===== config.mk =====
export PLATFORM = sky130hd
export DESIGN_NAME = touch_press_qualify_and_map_top
export DESIGN_NICKNAME = d
export VERILOG_FILES = /design/src/rtl/tpqm_pkg.sv /design/src/rtl/tpqm_axis.sv /design/src/rtl/tpqm_datapath.sv /design/src/rtl/tpqm_ctrl.sv /design/src/rtl/touch_press_qualify_and_map_top.sv
export SDC_FILE = /design/constraint.sdc
export NUM_CORES = 2
export LEC_CHECK = 0
export ABC_AREA = 1
export BUFFER_PORTS_ARGS = -buffer_cell sky130_fd_sc_hd__buf_2
export CELL_PAD_IN_SITES_DETAIL_PLACEMENT = 0
export CELL_PAD_IN_SITES_GLOBAL_PLACEMENT = 1
export CORE_MARGIN = 2
export CORE_UTILIZATION = 41
export DETAILED_ROUTE_END_ITERATION = 10
export GPL_TIMING_DRIVEN = 1
export PLACE_DENSITY_LB_ADDON = 0.08
export SYNTH_ARGS = -nofsm -noshare
export SYNTH_HDL_FRONTEND = slang
export SYNTH_SLANG_ARGS = --single-unit

===== constraint.sdc =====
create_clock -name clk -period 9.1 [get_ports clk]
set_clock_uncertainty 0.05 [all_clocks]
set_input_delay 1.365 -clock clk [delete_from_list [all_inputs] [get_ports clk]]
set_output_delay 1.365 -clock clk [all_outputs]
set_load 0.05 [all_outputs]

===== src/rtl/tpqm_pkg.sv =====
// Shared types and constants for the touch press qualifier and mapper.
// Depends on nothing; imported by every other file in the block.
package tpqm_pkg;

  localparam int RAW_BITS   = 12;
  localparam int SPAN_BITS  = 12;
  localparam int SIZE_W     = 13;
  localparam int MAX_SIZE   = 4096;
  localparam int TIME_W     = 32;
  localparam int SETTLE_W   = 16;
  localparam int PROD_W     = RAW_BITS + SPAN_BITS;
  localparam int STEP_CNT_W = $clog2(SPAN_BITS);
  localparam int CFG_IDX_W  = 3;
  localparam int CFG_DATA_W = (RAW_BITS > SETTLE_W) ? RAW_BITS : SETTLE_W;
  localparam int IN_DATA_W  = ((2 * RAW_BITS + TIME_W + 7) / 8) * 8;
  localparam int OUT_DATA_W = ((2 * SPAN_BITS + 7) / 8) * 8;

  localparam logic [RAW_BITS-1:0]  RAW_MIN_RST  = '0;
  localparam logic [RAW_BITS-1:0]  RAW_MAX_RST  = RAW_BITS'(4095 & ((1 << RAW_BITS) - 1));
  localparam logic [SIZE_W-1:0]    WIDTH_RST    = SIZE_W'(320);
  localparam logic [SIZE_W-1:0]    HEIGHT_RST   = SIZE_W'(240);
  localparam logic [2:0]           ORIENT_RST   = 3'd0;
  localparam logic [SETTLE_W-1:0]  SETTLE_RST   = SETTLE_W'(35);
  localparam logic [SIZE_W-1:0]    MAX_SIZE_V   = SIZE_W'(MAX_SIZE);
  localparam logic [SPAN_BITS-1:0] MAX_SPAN_V   = SPAN_BITS'(MAX_SIZE - 1);
  localparam logic [STEP_CNT_W-1:0] LAST_STEP   = STEP_CNT_W'(SPAN_BITS - 1);

  typedef enum logic [CFG_IDX_W-1:0] {
    REG_X_MIN, REG_X_MAX, REG_Y_MIN, REG_Y_MAX,
    REG_WIDTH, REG_HEIGHT, REG_ORIENT, REG_SETTLE
  } tpqm_reg_t;

  typedef enum logic [2:0] {
    S_IDLE, S_EVAL, S_PREP, S_MUL, S_DIV, S_FIN
  } tpqm_state_t;

  typedef struct packed {
    logic capture;
    logic eval;
    logic prep;
    logic mul;
    logic step;
    logic load_out;
  } tpqm_cmd_t;

  typedef struct packed {
    logic event_hit;
    logic out_busy;
  } tpqm_sts_t;

  // screen size minus one, with size 0 taken as 1 and sizes above the maximum clipped
  function automatic logic [SPAN_BITS-1:0] eff_span(input logic [SIZE_W-1:0] s);
    logic [SIZE_W-1:0] m;
    begin
      m = s - SIZE_W'(1);
      if (s == '0) begin
        eff_span = '0;
      end else if (s > MAX_SIZE_V) begin
        eff_span = MAX_SPAN_V;
      end else begin
        eff_span = m[SPAN_BITS-1:0];
      end
    end
  endfunction

endpackage


===== src/rtl/tpqm_axis.sv =====
// One axis of the mapper: clamp, offset, multiply by span, restoring divide.
// Depends on tpqm_pkg; instanced twice by tpqm_datapath.
module tpqm_axis
  import tpqm_pkg::*;
(
  input  logic                 clk,
  input  tpqm_cmd_t            cmd,
  input  logic [RAW_BITS-1:0]  v,
  input  logic [RAW_BITS-1:0]  lo,
  input  logic [RAW_BITS-1:0]  hi,
  input  logic [SPAN_BITS-1:0] span,
  input  logic                 inv,
  output logic [SPAN_BITS-1:0] result
);

  logic [RAW_BITS-1:0]  off_r, den_r, rem_r;
  logic [SPAN_BITS-1:0] span_r, quo_r;
  logic                 empty_r, inv_r;

  logic [RAW_BITS-1:0]  vc;
  logic [RAW_BITS:0]    trial, diff;
  logic                 ge;
  logic [SPAN_BITS-1:0] q;

  always_comb begin
    if (v < lo) begin
      vc = lo;
    end else if (v > hi) begin
      vc = hi;
    end else begin
      vc = v;
    end
    trial  = {rem_r, quo_r[SPAN_BITS-1]};
    diff   = trial - {1'b0, den_r};
    ge     = (trial >= {1'b0, den_r});
    q      = empty_r ? '0 : quo_r;
    result = inv_r ? (span_r - q) : q;
  end

  // quotient builds up in the low word as it shifts out the product's low bits
  always_ff @(posedge clk) begin
    if (cmd.prep) begin
      empty_r <= (hi <= lo);
      off_r   <= vc - lo;
      den_r   <= hi - lo;
      span_r  <= span;
      inv_r   <= inv;
    end
    if (cmd.mul) begin
      {rem_r, quo_r} <= PROD_W'(off_r) * PROD_W'(span_r);
    end else if (cmd.step) begin
      rem_r <= ge ? diff[RAW_BITS-1:0] : trial[RAW_BITS-1:0];
      quo_r <= {quo_r[SPAN_BITS-2:0], ge};
    end
  end

endmodule


===== src/rtl/tpqm_datapath.sv =====
// Datapath: config registers, press tracking, two axis units and the output register.
// Depends on tpqm_pkg and tpqm_axis; driven by tpqm_ctrl commands.
module tpqm_datapath
  import tpqm_pkg::*;
(
  input  logic                  clk,
  input  logic                  rst_n,
  input  tpqm_cmd_t             cmd,
  output tpqm_sts_t             sts,
  input  logic                  in_contact,
  input  logic [RAW_BITS-1:0]   in_raw_x,
  input  logic [RAW_BITS-1:0]   in_raw_y,
  input  logic [TIME_W-1:0]     in_now_ms,
  input  logic                  cfg_we,
  input  logic [CFG_IDX_W-1:0]  cfg_index,
  input  logic [CFG_DATA_W-1:0] cfg_wdata,
  output logic                  out_valid,
  input  logic                  out_ready,
  output logic [SPAN_BITS-1:0]  out_screen_x,
  output logic [SPAN_BITS-1:0]  out_screen_y
);

  logic [RAW_BITS-1:0] x_min_r, x_max_r, y_min_r, y_max_r;
  logic [SIZE_W-1:0]   width_r, height_r;
  logic [2:0]          orient_r;
  logic [SETTLE_W-1:0] settle_r;

  logic                contact_r;
  logic [RAW_BITS-1:0] rx_r, ry_r;
  logic [TIME_W-1:0]   now_r;

  logic                active_r, active_nxt;
  logic                reported_r, reported_nxt;
  logic [TIME_W-1:0]   start_r;

  logic                 out_valid_r, out_valid_nxt;
  logic [SPAN_BITS-1:0] out_x_r, out_y_r;

  logic [TIME_W-1:0]    held;
  logic                 hit;
  logic [RAW_BITS-1:0]  ax_v, ay_v;
  logic [SPAN_BITS-1:0] ax_res, ay_res;

  always_ff @(posedge clk) begin
    if (!rst_n) begin
      x_min_r  <= RAW_MIN_RST;
      x_max_r  <= RAW_MAX_RST;
      y_min_r  <= RAW_MIN_RST;
      y_max_r  <= RAW_MAX_RST;
      width_r  <= WIDTH_RST;
      height_r <= HEIGHT_RST;
      orient_r <= ORIENT_RST;
      settle_r <= SETTLE_RST;
    end else if (cfg_we) begin
      case (tpqm_reg_t'(cfg_index))
        REG_X_MIN:  x_min_r  <= cfg_wdata[RAW_BITS-1:0];
        REG_X_MAX:  x_max_r  <= cfg_wdata[RAW_BITS-1:0];
        REG_Y_MIN:  y_min_r  <= cfg_wdata[RAW_BITS-1:0];
        REG_Y_MAX:  y_max_r  <= cfg_wdata[RAW_BITS-1:0];
        REG_WIDTH:  width_r  <= SIZE_W'(cfg_wdata);
        REG_HEIGHT: height_r <= SIZE_W'(cfg_wdata);
        REG_ORIENT: orient_r <= cfg_wdata[2:0];
        REG_SETTLE: settle_r <= cfg_wdata[SETTLE_W-1:0];
        default: ;
      endcase
    end
  end

  always_ff @(posedge clk) begin
    if (cmd.capture) begin
      contact_r <= in_contact;
      rx_r      <= in_raw_x;
      ry_r      <= in_raw_y;
      now_r     <= in_now_ms;
    end
  end

  // press qualification
  always_comb begin
    held         = now_r - start_r;
    hit          = 1'b0;
    active_nxt   = active_r;
    reported_nxt = reported_r;
    if (!contact_r) begin
      active_nxt   = 1'b0;
      reported_nxt = 1'b0;
    end else if (!active_r) begin
      active_nxt   = 1'b1;
      reported_nxt = 1'b0;
    end else if (!reported_r && (held >= TIME_W'(settle_r))) begin
      hit          = 1'b1;
      reported_nxt = 1'b1;
    end
  end

  always_ff @(posedge clk) begin
    if (!rst_n) begin
      active_r   <= 1'b0;
      reported_r <= 1'b0;
      start_r    <= '0;
    end else if (cmd.eval) begin
      active_r   <= active_nxt;
      reported_r <= reported_nxt;
      if (contact_r && !active_r) begin
        start_r <= now_r;
      end
    end
  end

  assign ax_v = orient_r[0] ? ry_r : rx_r;
  assign ay_v = orient_r[0] ? rx_r : ry_r;

  tpqm_axis u_axis_x (
    .clk    (clk),
    .cmd    (cmd),
    .v      (ax_v),
    .lo     (x_min_r),
    .hi     (x_max_r),
    .span   (eff_span(width_r)),
    .inv    (orient_r[1]),
    .result (ax_res)
  );

  tpqm_axis u_axis_y (
    .clk    (clk),
    .cmd    (cmd),
    .v      (ay_v),
    .lo     (y_min_r),
    .hi     (y_max_r),
    .span   (eff_span(height_r)),
    .inv    (orient_r[2]),
    .result (ay_res)
  );

  always_comb begin
    out_valid_nxt = out_valid_r;
    if (cmd.load_out) begin
      out_valid_nxt = 1'b1;
    end else if (out_ready) begin
      out_valid_nxt = 1'b0;
    end
  end

  always_ff @(posedge clk) begin
    if (!rst_n) begin
      out_valid_r <= 1'b0;
    end else begin
      out_valid_r <= out_valid_nxt;
    end
  end

  always_ff @(posedge clk) begin
    if (cmd.load_out) begin
      out_x_r <= ax_res;
      out_y_r <= ay_res;
    end
  end

  assign sts.event_hit = hit;
  assign sts.out_busy  = out_valid_r && !out_ready;
  assign out_valid     = out_valid_r;
  assign out_screen_x  = out_x_r;
  assign out_screen_y  = out_y_r;

endmodule


===== src/rtl/tpqm_ctrl.sv =====
// Controller: sequences capture, qualification, mapping and the divider steps.
// Depends on tpqm_pkg; commands tpqm_datapath.
module tpqm_ctrl
  import tpqm_pkg::*;
(
  input  logic      clk,
  input  logic      rst_n,
  input  logic      in_tvalid,
  output logic      in_tready,
  input  tpqm_sts_t sts,
  output tpqm_cmd_t cmd
);

  tpqm_state_t           state_r, state_nxt;
  logic [STEP_CNT_W-1:0] cnt_r, cnt_nxt;

  always_ff @(posedge clk) begin
    if (!rst_n) begin
      state_r <= S_IDLE;
      cnt_r   <= '0;
    end else begin
      state_r <= state_nxt;
      cnt_r   <= cnt_nxt;
    end
  end

  always_comb begin
    state_nxt = state_r;
    cnt_nxt   = cnt_r;
    cmd       = '0;
    in_tready = 1'b0;
    case (state_r)
      S_IDLE: begin
        in_tready = 1'b1;
        if (in_tvalid) begin
          cmd.capture = 1'b1;
          state_nxt   = S_EVAL;
        end
      end
      S_EVAL: begin
        cmd.eval  = 1'b1;
        state_nxt = sts.event_hit ? S_PREP : S_IDLE;
      end
      S_PREP: begin
        cmd.prep  = 1'b1;
        state_nxt = S_MUL;
      end
      S_MUL: begin
        cmd.mul   = 1'b1;
        cnt_nxt   = '0;
        state_nxt = S_DIV;
      end
      S_DIV: begin
        cmd.step = 1'b1;
        cnt_nxt  = cnt_r + STEP_CNT_W'(1);
        if (cnt_r == LAST_STEP) begin
          state_nxt = S_FIN;
        end
      end
      S_FIN: begin
        if (!sts.out_busy) begin
          cmd.load_out = 1'b1;
          state_nxt    = S_IDLE;
        end
      end
      default: begin
        state_nxt = S_IDLE;
      end
    endcase
  end

  a_accept_to_eval: assert property (@(posedge clk) disable iff (!rst_n)
    (in_tvalid && in_tready) |=> (state_r == S_EVAL))
    else $error("accepted beat not followed by evaluation");

  a_load_when_free: assert property (@(posedge clk) disable iff (!rst_n)
    cmd.load_out |-> !sts.out_busy)
    else $error("output register overwritten while held");

  a_fin_after_div: assert property (@(posedge clk) disable iff (!rst_n)
    (state_r == S_FIN) |-> ($past(state_r) == S_DIV || $past(state_r) == S_FIN))
    else $error("result stage entered without divider pass");

  a_div_full_count: assert property (@(posedge clk) disable iff (!rst_n)
    ((state_r == S_DIV) && (state_nxt == S_FIN)) |-> (cnt_r == LAST_STEP))
    else $error("divider left early");

endmodule


===== src/rtl/touch_press_qualify_and_map_top.sv =====
// Top level of the touch press qualifier and screen mapper.
// Depends on tpqm_pkg, tpqm_ctrl, tpqm_datapath (and tpqm_axis below it).
//
//  channel | direction | tdata (low bit up)                 | tuser
//  in_     | slave     | raw_x[11:0] raw_y[23:12] now_ms[55:24] | contact
//  out_    | master    | screen_x[11:0] screen_y[23:12]     | -
//  cfg_    | write     | cfg_wdata, index per register list | -
//
// A poll that gives no event passes through the accept beat and the evaluation state.
// A poll that gives an event passes through accept, evaluation, preparation, multiply,
// the 12 restoring-divider steps (both axes side by side) and the result load.
// Reset is synchronous, active low, and leaves the block ready with no press active.
// A stalled output holds the result register; the next poll is still taken and waits
// in its final stage only if it too produces an event.
module touch_press_qualify_and_map_top
  import tpqm_pkg::*;
(
  input  logic                  clk,
  input  logic                  rst_n,
  input  logic                  in_tvalid,
  output logic                  in_tready,
  input  logic [IN_DATA_W-1:0]  in_tdata,   // raw_x, raw_y, now_ms
  input  logic                  in_tuser,   // contact
  output logic                  out_tvalid,
  input  logic                  out_tready,
  output logic [OUT_DATA_W-1:0] out_tdata,  // screen_x, screen_y
  input  logic                  cfg_we,
  input  logic [CFG_IDX_W-1:0]  cfg_index,
  input  logic [CFG_DATA_W-1:0] cfg_wdata
);

  tpqm_cmd_t            cmd;
  tpqm_sts_t            sts;
  logic [SPAN_BITS-1:0] sx, sy;

  tpqm_ctrl u_ctrl (
    .clk       (clk),
    .rst_n     (rst_n),
    .in_tvalid (in_tvalid),
    .in_tready (in_tready),
    .sts       (sts),
    .cmd       (cmd)
  );

  tpqm_datapath u_dp (
    .clk          (clk),
    .rst_n        (rst_n),
    .cmd          (cmd),
    .sts          (sts),
    .in_contact   (in_tuser),
    .in_raw_x     (in_tdata[RAW_BITS-1:0]),
    .in_raw_y     (in_tdata[2*RAW_BITS-1:RAW_BITS]),
    .in_now_ms    (in_tdata[2*RAW_BITS+TIME_W-1:2*RAW_BITS]),
    .cfg_we       (cfg_we),
    .cfg_index    (cfg_index),
    .cfg_wdata    (cfg_wdata),
    .out_valid    (out_tvalid),
    .out_ready    (out_tready),
    .out_screen_x (sx),
    .out_screen_y (sy)
  );

  assign out_tdata = OUT_DATA_W'({sy, sx});

endmodule

Word-level counts from Yosys, hierarchy flattened
Cells that the tools add are included.
Storage, ports and cells
  register bits: 340
  bits in latches: 0
  memory bits (writable): 0
  ROM bits: 0
  input port bits: 81
  output and inout bits: 26
  logic and storage cells: 146
  memories: 0
Cells by class
  $add $sub $neg: 12
  multipliers: 2
  divide/modulo/power cells: 0
  order comparisons: 11
  equal/unequal tests: 17
  shifts and indexed selects: 0
  muxes and demuxes: 46
  bitwise operators: 0
  reduce and logical (&&, ||, !) cells: 24
Operators with widths (count)
  $mux W12: 22
  $sub A12 B12 Y12: 8
  $mul A12 B12 Y24: 2
  $ge A32 B16 Y1: 1
  $sub A32 B32 Y32: 1
  $ge A13 B12 Y1: 2
  $gt A13 B13 Y1 const B: 2
  $logic_not A13 Y1: 2
  $gt A12 B12 Y1: 2
  $le A12 B12 Y1: 2
  $lt A12 B12 Y1: 2
  $sub A12 B1 Y12 const B: 2
  $reduce_and A2 Y1: 10
  $eq A3 B3 Y1 const B: 6
  $mux W1: 18
  $pmux W3 S6: 1
  $eq A3 B2 Y1 const B: 4
  $mux W3: 3
  $pmux W4 S2: 1
  $eq A3 B1 Y1 const B: 2
  $logic_not A3 Y1: 2
  $reduce_bool A2 Y1: 3
  $add A4 B1 Y4 const B: 1
  $eq A4 B4 Y1 const B: 1
  7 further kinds: 12

Longest topological paths before layout
  word-level depth: 8
  gate-level depth with buffers: 28
  gate-level depth less buffers: 25

Cells and area by module
From an unflattened synthesis, not the netlist that was laid out.
Unflattened totals
  cell total of the unflattened synthesis: 4249
  area, all modules: 31838.0 µm²
By module, submodules not included
  tpqm_datapath: instances 1, cells an instance 1457, area an instance 10774.1 µm², seq. area each 4994.8 µm²
  tpqm_axis at u_dp.u_axis_y: instances 1, cells an instance 1370, area an instance 10329.9 µm², seq. area each 1861.8 µm²
  tpqm_axis at u_dp.u_axis_x: instances 1, cells an instance 1362, area an instance 10317.4 µm², seq. area each 1861.8 µm²
  tpqm_ctrl: instances 1, cells an instance 60, area an instance 416.6 µm², seq. area each 140.1 µm²

Worst setup path after synthesis
No wires, ideal clock.
  path type: reg-to-reg
  start: register u_ctrl.state_r[1]
  end: register u_dp.u_axis_x.den_r[0] (enable)
  setup time: 606 ps
  arrival: 5652 ps
  required time: 8444 ps
  setup slack: 2792 ps
  stages on the path, launching flop included: 3
  buffers on the path: 0
  period minus slack after synthesis: 6308 ps
  cells stage by stage: dfxtp_1 -> inv_1 -> nor3_1
On the way
  cells in the longest elaborated chain, start to end: 2
Ends and longest elaborated chain
  from (decl): line tpqm_ctrl.sv:14  | tpqm_state_t state_r, state_nxt;
  from (signal assigned): line tpqm_ctrl.sv:22  | state_r <= state_nxt;
  $eq A3 B2 Y1: line tpqm_ctrl.sv:32  | case (state_r)
  $mux W1: line tpqm_ctrl.sv:32
  to (signal assigned): line tpqm_axis.sv:45  | den_r <= hi - lo;
  to (decl): line tpqm_axis.sv:16  | logic [RAW_BITS-1:0] off_r, den_r, rem_r;
No other way between the ends.
A chain may end at the register's enable or synchronous reset.

Worst setup path after layout
  start: register u_dp.u_axis_x.off_r[5]
  end: register u_dp.u_axis_x.rem_r[7] (data pin)
On the way
  cells in the longest elaborated chain, start to end: 2
Ends and longest elaborated chain
  from (decl): line tpqm_axis.sv:16
  from (signal assigned): line tpqm_axis.sv:44  | off_r <= vc - lo;
  $mul A12 B12 Y24: line tpqm_axis.sv:50  | {rem_r, quo_r} <= PROD_W'(off_r) * PROD_W'(span_r);
  $mux W12: line tpqm_axis.sv:49  | if (cmd.mul) begin
  to (signal assigned): line tpqm_axis.sv:50
  to (signal assigned): line tpqm_axis.sv:52  | rem_r <= ge ? diff[RAW_BITS-1:0] : trial[RAW_BITS-1:0];
  to (decl): line tpqm_axis.sv:16
No other way between the ends.

==> summary.txt <==
Detailed-route DRC error count: 0
CP startpoint kind: flop
Largest net degree at the start of global routing: 84
Yosys reg bits: 340
Routed vias/inst: 4.94
Ranking of synthesized cells by area: edfxtp_1 (20%), fa_1 (14%), ha_1 (13%)
Grt total ovfl: 0
Pwr dens: 154 nW/um^2
Worst reg2reg path startpoint: u_dp.u_axis_x.off_r[5]
WHS Endpoint: u_dp.start_r[13]
RR Endpoint: u_dp.u_axis_x.rem_r[7]
# IOs: 107
Synth Instances: 3951
Crit-path max FO: 12
DP Wirelength: 66.1 mm
Crit path top cell by count: fa_1
Rows: 100
Rel. slew slack: 0.293
FF-to-FF setup slack: 3.37 ns
Mean Syn Cell Area: 7.79 um^2
Port bufs: 106
Number of synthesis warnings: 0
Global Route Usage Sum: 0.223
DRT Pass-1 Iters: 7
First-pass GRT wire length: 137 mm
Fraction of registers with async set/reset: 0
Distinct cells, synth: 55
Peak Freq: 174 MHz
Count leader, synth: nand2_1
Final nets: 4604
Die area: 77300 um^2
Critical-path top delay cell: edfxtp_1
Post-Syn Nets: 4553
Die W: 278 um
Critical path type: reg2reg
Share of the synthesized area in the top cell type: 0.200
Area Growth Syn to Fin: 9.13%
Final setup violation count: 0
Vias: 24700
Crit end category: flop
Share of cells above drive strength 1: 0.0595
Slew @ Worst Pin: 1.06 ns
CTS buffer count: 42
Final period util: 0.630
Setup_tns: 0 ns
CTS H-tree lvls: 2
Synth cell count leaders: nand2_1 (913), inv_1 (797), a21oi_1 (312), ha_1 (312), o21ai_0 (282)
Final Util: 0.452
Ant diodes: 0
Sequential area share after synthesis: 0.288
Initial antenna violation count: 5
CTS Buffer Depth: 3
CTS tree: built
Number of synthesized flops with an enable pin: 205
Family with the most delay on the worst path: adder cells
Yosys top cell by area: edfxtp_1
Vias in the first global route: 24700
Reg2reg path depth: 19
Hold Violations, Final: 0
Die boundary height: 278 um
Hold Crit Depth: 2
Primary FF master, synth: edfxtp_1
Critical path's largest stage delay: 0.75 ns
Post_cts resized: 0
Crit path required time: 9.38 ns
Final min period: 5.73 ns
Core footprint: 74300 um^2
Placer Congestion: 0.847
Hold crit path type: reg2reg
Antenna viol nets, final: 0
Maxcap violations: 0
Crit path buf inv count: 3
Run status: finished, final reports clean
P_leak: 16.6 nW
WL/cell: 16.9 um
CTS Sinks: 340
Starting DRT DRC Count: 1375
Worst-path cell chain: nand2_1, fa_1, fa_1, fa_1, inv_1, fa_1, inv_1, fa_1, inv_1, ha_1, a21oi_1, o21ai_0, nand2b_1, nand2_1, nand2_1, a21boi_1, o21ai_0, o21ai_0, o22ai_1
Peak VDD IR: 0.000143 V
Worst hold slack: 0.408 ns
Setup bufs post-CTS: 0
Routed WL: 84.7 mm
Unrepaired setup endpoints after global routing: no
Arrival time worst endpoint: 6.01 ns
Starting Density: 0.414
Clk_lat worst skew: 0.60 ns
Worst hold start: u_dp.start_r[13]
Post-synthesis cell area: 30800 um^2
Count of pins over their slew limit: 0
Post-CTS Hold Fix Bufs: 0
Root buffer cell: clkbuf_16
Clock-pin slew on the worst setup and hold paths: 0.06 ns
cells in the final DEF, fill, tap and decap left out, types with 4 or more instances in the layout:
master	Yosys	final
o21ai_1	16	16
edfxtp_1	205	205
nand3_2	4	4
clkbuf_1	100	6
o31ai_1	7	7
or2_2	10	10
nand3_1	98	98
o211ai_1	34	34
nand2_1	913	912
nand4_1	23	23
inv_1	797	797
o21ai_2	6	6
dfxtp_1	135	135
clkbuf_16	0	43
bufinv_16	0	4
nor3b_1	4	4
o21ai_0	282	282
buf_2	9	105
ha_1	312	312
a21oi_2	5	5
buf_4	1	13
nor2_2	9	10
inv_2	5	5
o22ai_1	8	8
and2_1	7	7
nor2_1	212	210
a21o_1	7	7
fa_1	209	209
a31oi_1	14	14
a21oi_1	312	312
o2111ai_1	4	4
xor2_1	83	83
clkinv_2	0	4
nand2_2	11	12
xnor2_1	34	34
nor3_1	27	26
o21bai_1	8	8
clkinv_1	3	15
nor4_1	5	5
stage by stage:
| step | total power [mW] | setup WS [ns] | cells | cell area (um^2) |
|---|---|---|---|---|
| 5_1_grt | 5.53 | 2.61 | 5004 | 33600 |
| 2_1_floorplan | 3.03 | 2.79 | 3951 | 30800 |
| 3_3_place_gp | 3.50 | 3.43 | 4927 | 32200 |
| 4_1_cts | 5.24 | 3.37 | 5004 | 33600 |
| 6_report | 5.16 | 3.37 | 5004 | 33600 |
| 3_5_place_dp | 3.50 | 3.41 | 4927 | 32200 |
state kept, by name, indices dropped and copies added (netlist names), 13 cells and up:
name,flops
u_dp.height_r,13
u_dp.now_r,32
u_dp.settle_r,16
u_dp.start_r,32
u_dp.width_r,13
worst register-to-register path, delay by kind of cell, from the launching register on:
| family | cells | cell delay [ns] |
|---|---|---|
| AND/OR/NAND/NOR | 4 | 0.59 |
| adder cells (fa/ha/maj) | 6 | 2.92 |
| AO/OA/AOI/OAI | 6 | 1.01 |
| buffers and inverters | 3 | 0.15 |
| flip-flops | 1 | 0.75 |
layer usage:
layer | global-route usage | part of all wire | vias to the layer above
met5 | 0 | 0.00045 | -
met4 | 0.0491 | 0.021 | 6
met3 | 0.0254 | 0.038 | 104
met2 | 0.359 | 0.44 | 410
met1 | 0.323 | 0.50 | 11500
li1 | - | - | 12700
cell type report:
cell class	count	area, um^2
inverters	805	3020
multi-input cells	2695	18500
repair buffers	118	623
fillers	7686	40700
clock buffers	50	1110
clock inverters	27	277
flip-flops and latches	340	8860
well taps	969	1210
cell families (layout without fill, tap and decap cells):
logic type,count (synthesis),count (layout),synth area share
AND/OR/NAND/NOR,1336,1336,0.177
buffers and inverters,916,1000,0.112
AO/OA/AOI/OAI,721,721,0.127
adder cells (fa/ha/maj),521,521,0.263
flip-flops,340,340,0.288
XOR/XNOR,117,117,0.0333
where the power goes:
group / leakage (nW) / switching, mW / total, mW / internal [mW]
clock network: 0.669 / 0.714 / 1.71 / 0.993
logic: 13.0 / 1.05 / 1.61 / 0.560
registers: 2.98 / 0.0647 / 1.85 / 1.78
total: 16.6 / 1.83 / 5.16 / 3.33
worst max-delay path by stage:
stage / from / to / cells after the start
5_1_grt: u_dp.orient_r[0] / u_dp.u_axis_y.off_r[10] / 21
6_report: u_dp.u_axis_x.off_r[5] / u_dp.u_axis_x.rem_r[7] / 19
3_3_place_gp: u_dp.orient_r[0] / u_dp.u_axis_y.off_r[10] / 23
2_1_floorplan: u_ctrl.state_r[1] / u_dp.u_axis_x.den_r[0] / 2
4_1_cts: u_dp.u_axis_x.off_r[5] / u_dp.u_axis_x.rem_r[7] / 19
3_5_place_dp: u_dp.u_axis_x.off_r[5] / u_dp.u_axis_x.rem_r[7] / 19
No activity file was read; power rests on OpenSTA's default activity.
